**src/hdl/mhlc_pkg.sv**
```systemverilog
// shared types and constants of the multi-hash location cache
`timescale 1ns / 1ps
`default_nettype none
package mhlc_pkg;
	localparam int HASH_COUNT = 4;

	localparam logic [31:0] HASH_MULT [HASH_COUNT] = '{
		32'd1072573589, 32'd3465827623, 32'd2848548977, 32'd748191707
	};

	localparam logic [31:0] TIME_MAX = 32'hFFFF_FFFF;

	localparam logic ACT_SEARCH = 1'b0;
	localparam logic ACT_INSERT = 1'b1;

	typedef logic [1:0] hsel_t;

	typedef struct packed {
		logic [31:0] inode;
		logic [31:0] position;
		logic [31:0] etime;
		logic [63:0] chunk;
		logic [31:0] version;
		logic [7:0]  size;
	} entry_t;

	typedef enum logic [1:0] {
		ST_CLEAR,
		ST_IDLE,
		ST_LOOKUP,
		ST_DECIDE
	} state_t;
endpackage
`default_nettype wire

```
**src/hdl/mhlc_hash.sv**
```systemverilog
// pipelined bucket hash: (inode*m0 + position*m1) mod NUM_BUCKETS, one per cycle
`timescale 1ns / 1ps
`default_nettype none
module mhlc_hash import mhlc_pkg::*; #(
	parameter int NUM_BUCKETS = 1021,
	parameter int BW = 10
) (
	input  wire logic          clk,
	input  wire logic          arst_n,
	input  wire logic          in_vld,
	input  wire logic [31:0]   ino,
	input  wire logic [31:0]   pos,
	input  wire hsel_t         hsel,
	output logic               out_vld,
	output hsel_t              out_tag,
	output logic [BW-1:0]      out_bkt
);
	localparam logic [32:0] RECIP = 33'((64'd1 << 32) / NUM_BUCKETS);
	localparam logic [31:0] NB = 32'(NUM_BUCKETS);

	logic [4:0]  vld_q;
	hsel_t       tag_s1, tag_s2, tag_s3, tag_s4, tag_s5;
	logic [31:0] a_s1, pos_s1, mix_s2, mix_s3, q_s3, r_s4;
	logic [BW-1:0] bkt_s5;
	logic [64:0] prod3;
	logic [31:0] qn4;

	assign prod3 = mix_s2 * RECIP;
	assign qn4   = q_s3 * NB;

	always_ff @(posedge clk or negedge arst_n) begin
		if (!arst_n) begin
			vld_q <= '0;
		end else begin
			vld_q <= {vld_q[3:0], in_vld};
		end
	end

	always_ff @(posedge clk) begin
		a_s1   <= ino * HASH_MULT[hsel];
		pos_s1 <= pos;
		tag_s1 <= hsel;
		mix_s2 <= a_s1 + pos_s1 * HASH_MULT[~tag_s1];
		tag_s2 <= tag_s1;
		// quotient estimate is low by at most one
		q_s3   <= prod3[63:32];
		mix_s3 <= mix_s2;
		tag_s3 <= tag_s2;
		r_s4   <= mix_s3 - qn4;
		tag_s4 <= tag_s3;
		bkt_s5 <= (r_s4 >= NB) ? BW'(r_s4 - NB) : BW'(r_s4);
		tag_s5 <= tag_s4;
	end

	assign out_vld = vld_q[4];
	assign out_tag = tag_s5;
	assign out_bkt = bkt_s5;
endmodule
`default_nettype wire

```
**config.mk**
```make
export PLATFORM = sky130hd
export DESIGN_NAME = mhlc_hash
export DESIGN_NICKNAME = d
export VERILOG_FILES = /design/src/hdl/mhlc_pkg.sv /design/src/hdl/mhlc_hash.sv
export SDC_FILE = /design/constraint.sdc
export NUM_CORES = 2
export LEC_CHECK = 0
export ABC_AREA = 1
export BUFFER_PORTS_ARGS = -buffer_cell sky130_fd_sc_hd__buf_2
export CAP_MARGIN = 0
export CELL_PAD_IN_SITES_DETAIL_PLACEMENT = 0
export CELL_PAD_IN_SITES_GLOBAL_PLACEMENT = 2
export CORE_MARGIN = 1
export CORE_UTILIZATION = 42
export DETAILED_ROUTE_END_ITERATION = 16
export GPL_TIMING_DRIVEN = 0
export PLACE_DENSITY = 0.95
export SLEW_MARGIN = 20
export SYNTH_ARGS = -nofsm -noshare
export SYNTH_HDL_FRONTEND = slang
export SYNTH_SLANG_ARGS = --single-unit
```
**constraint.sdc**
```tcl
create_clock -name clk -period 10.4 [get_ports clk]
set_clock_uncertainty 0.2 [all_clocks]
set_input_delay 1.04 -clock clk [delete_from_list [all_inputs] [get_ports clk]]
set_output_delay 1.04 -clock clk [all_outputs]
set_load 0.03 [all_outputs]
```
# == Word-level counts from Yosys, hierarchy flattened ==
# Cells that the tools add are included.
# W data, S select, Z words.
# op_classes
add_sub_neg,3
multipliers,4
magnitude_cmp,3
mux,7
bitwise_logic,3
# ops
operator,count
$bmux W32 S2,2
$mux W32,4
$mul A32 B32 Y32,2
$mul A32 B21 Y53 const B,1
$add A32 B32 Y32,1
$ge A32 B10 Y1 const B,1
$mul A23 B10 Y32 const B,1
$sub A32 B32 Y32,1
$mux W10,1
$sub A10 B10 Y10 const B,1
$ge A3 B3 Y1 const B,2
$not A2 Y3,2
$not A2 Y2,1
# word_totals
reg_bits,208
in_bits,69
out_inout_bits,13
word_cells,33

# == Longest topological paths before layout ==
# depth
depth_word,7
ltp_mapped,36
depth_no_buf,34

# == Worst setup path after synthesis ==
# OpenSTA, ideal clock, no wires.
# synth_path
kind,input port to flip-flop
start,input port hsel[1]
end,register a_s1[26]
setup_ns,0.119
arrival_time_ns,7.771
required_ns,10.081
slack_ns,2.310
stages,27
path_buffers,4
path_cell_list,buf_2 -> inv_1 -> buf_1 -> ha_1 -> clkbuf_1 -> buf_1 -> nand2_1 -> inv_1 -> fa_1 -> fa_1 -> fa_1 -> inv_1 -> fa_1 -> inv_1 -> fa_1 -> inv_1 -> fa_1 -> inv_1 -> fa_1 -> fa_1 -> ha_1 -> nand2_1 -> nor4_1 -> nand3_1 -> nand3_1 -> a31oi_1 -> xnor2_1
# synth_via
elab_chain_len,5
# synth_lines
element,line_no,rtl
from (decl),mhlc_hash.sv:13,"input wire hsel_t hsel,"
$not A2 Y3 (implied by the code),mhlc_hash.sv:40,a_s1 <= ino * HASH_MULT[hsel];
$bmux W32 S2,mhlc_hash.sv:40,
$mux W32 (implied by the code) (2 in series),mhlc_hash.sv:40,
$mul A32 B32 Y32,mhlc_hash.sv:40,
to (signal assigned),mhlc_hash.sv:40,
to (decl),mhlc_hash.sv:23,"logic [31:0] a_s1, pos_s1, mix_s2, mix_s3, q_s3, r_s4;"
# Every way passes these cells. The select of a mux whose other input is x is not followed.

# == Final worst setup path ==
# layout_path
start,input port hsel[1]
end,register a_s1[31]
# The elaborated chain is that of the path after synthesis.

==> metrics.md <==
| Metric | Value |
|---|---|
| Outcome | finished, final reports clean |
| Worst setup SP type | input pin |
| Starting density of the core | 0.423 |
| Die footprint | ~0.12 mm^2 |
| Hold WC Path Type | register to register |
| Worst reg2reg startpoint | tag_s1[1] |
| Post-synthesis sequential area ratio | 0.0852 |
| Detailed Place HPWL | 129 mm |
| Clock tree buffer depth | 3 |
| Async S/R FF share, synth | 0.0240 |
| Core ar. | about 0.12 mm^2 |
| Dpl cells | 7290 |
| Hold_sp | tag_s4[1] |
| Num CTS Buffers | 29 |
| Warnings from Yosys | 0 |
| Fin Hold WS | about 0.13 ns |
| Postcts setup bufs | 0 |
| Setup Crit Path Kind | input pin to register |
| Crit end category | register |
| Die width | 344 um |
| Largest net degree at the start of global routing | 16 |
| Layout cell share with drive strength beyond 1 | 0.0356 |
| Netlist cell types | 54 |
| Slew margin rel. | 0.344 |
| RSZ-0062 raised after global routing | no |
| Routed vias/inst | 4.77 |
| First-pass GRT wire length | around 220 mm |
| Pre-antenna DRT Iters | 5 |
| Commonest non-fill, non-tap cell in the layout | inv_1 |
| Syn avg cell area | around 8.7 um^2 |
| CP Launch Point | hsel[1] |
| Ports | 82 |
| Global route overflow | 0 |
| Final setup violating endpoints | 0 |
| Gp weighted congestion | 0.978 |
| CTS Root Cell | clkbuf_16 |
| Via count | 35000 |
| DRC violations left | 0 |
| Worst-margin pin slew | between 0.9 and 1 ns |
| # H-tree levels | 1 |
| Cell area after synthesis | between 0.04 and 0.05 mm^2 |
| Clock Pin Slew Worst Setup and Hold Paths | approximately 0.060 ns |
| IO Port Bufs | between 80 and 90 |
| CTS Sinks | between 200 and 250 |
| Period utilization | 0.942 |
| Cell Rows | 125 |
| Syn Nets | 7447 |
| Layout overhead on the synthesized area | 6.78% |
| CTS tree | done |
| Post-layout min period | 9.80 ns |
| Final Instance Count excl. Fillers | approximately 7300 |
| Max-slew violation count | 0 |
| DR WL/cell | between 15 and 20 um |
| Drt total wl | ~140 mm |
| Post-synth EDFFs | 0 |
| Fmax | just over 0.1 GHz |
| Initial antenna violation count | 3 |
| Critical Path RT | 10.72 ns |
| Starting DRT DRC Count | 1829 |
| Global Route Usage Sum | 0.254 |
| Die height | ~340 um |
| Vias in the first global route | around 39000 |
| Synth Instances | between 5000 and 6000 |
| Nets | 7559 |
| Most frequent cells in the layout | inv_1 (1803), fa_1 (1026), nand2_1 (867) |
| Worst-path fanout max | 14 |
| DRT antenna net count | 0 |
| Yosys reg bits | between 200 and 250 |
| Worst EP arrival | slightly above 10 ns |
| Top_reg_cell synth | dfxtp_1 |
| Clk_lat worst skew | around 0.63 ns |
| Hold Vio Cnt, Final | 0 |
| MaxCap Viol Count | 0 |
metal layers:
layer  part of all wire  GRT usage  vias up
li1                   -          -    16700
met1               0.40      0.308    17200
met2               0.49      0.443      829
met3              0.052     0.0386      304
met4              0.055      0.116        2
met5           0.000091          0        -
metrics by stage:
step	TNS (ns)	utilization	area, um^2	setup WS, ns
after global placement	-0.600	0.443	51500	-0.215
after detailed placement	-0.317	0.443	51500	-0.126
after CTS	0	0.452	52500	0.507
final	0	0.452	52500	0.602
after floorplan	0	-	49200	2.31
after global routing	0	0.452	52500	0.319
sequential cells by signal (all words and copies together) (netlist names):
signal,count
a_s1,32
mix_s2,32
mix_s3,32
out_bkt,10
out_tag,2
pos_s1,32
q_s3,23
r_s4,32
tag_s1,2
tag_s2,2
tag_s3,2
tag_s4,2
vld_q,5
final timing paths:
kind	slack (ns)	endpoint	cells past startpoint
worst max-delay path	0.60	a_s1[31]	25
worst min-delay path	0.13	out_tag[1]	0
worst max register to register	0.80	mix_s2[31]	27
worst min register to register	0.13	out_tag[1]	0
max in group asynchronous	9.31	vld_q[4]	2
min in group asynchronous	0.57	vld_q[0]	2
timing repair:
item,in CTS,in global routing
endpoints found under the hold margin,5,0
resized for setup,0,3
endpoints found under the setup margin,0,2
hold buffers,1,0
cell families after synthesis:
group	Yosys count	share of synthesized area
and+or+nand+nor	1408	0.115
buffers and inverters	1900	0.147
xor gates and xnor gates	154	0.0276
DFF	208	0.0852
muxes	1	0.000229
adders and majority gates	1693	0.587
AOI/OAI and AO/OA	321	0.0379
final cells by class:
class,count,area [um^2]
fill,11500,63700
multi-input combinational,3577,37800
inverter,1813,6810
sequential,208,4190
tap,1524,1910
clock buffer,35,788
timing repair buffer,82,415
buffer,86,408
clock inverter,18,210
antenna,1,2.50
critical path, cell delays in order:
cell and delay (ns):
buf_2 0.22, buf_2 0.30, inv_1 0.22, clkdlybuf4s15_1 0.67, ha_2 0.94, clkdlybuf4s15_1 0.76, nor2_1 0.17, fa_1 0.55
fa_1 0.46, fa_1 0.52, inv_1 0.05, fa_1 0.47, inv_1 0.05, fa_1 0.48, fa_1 0.57, fa_1 0.44
fa_1 0.46, ha_1 0.41, nand2_1 0.12, nor4_1 0.47, o21ai_0 0.20, nand3_1 0.24, a21oi_1 0.13, nand3_1 0.10
nand2_1 0.06
synth_stat cells (34+ instances only):
cell | instances | area [um^2]
ha_1 | 667 | 8350
fa_1 | 1026 | 20500
nand3_1 | 123 | 616
nor2_1 | 338 | 1270
clkbuf_1 | 34 | 128
xor2_1 | 110 | 963
inv_1 | 1803 | 6770
xnor2_1 | 43 | 377
dfxtp_1 | 203 | 4060
a21oi_1 | 143 | 716
nand2_1 | 867 | 3250
o21ai_0 | 74 | 370
Power is not shown: default switching activity piles up to over one toggle a cycle in this logic, so the estimate is an artifact.
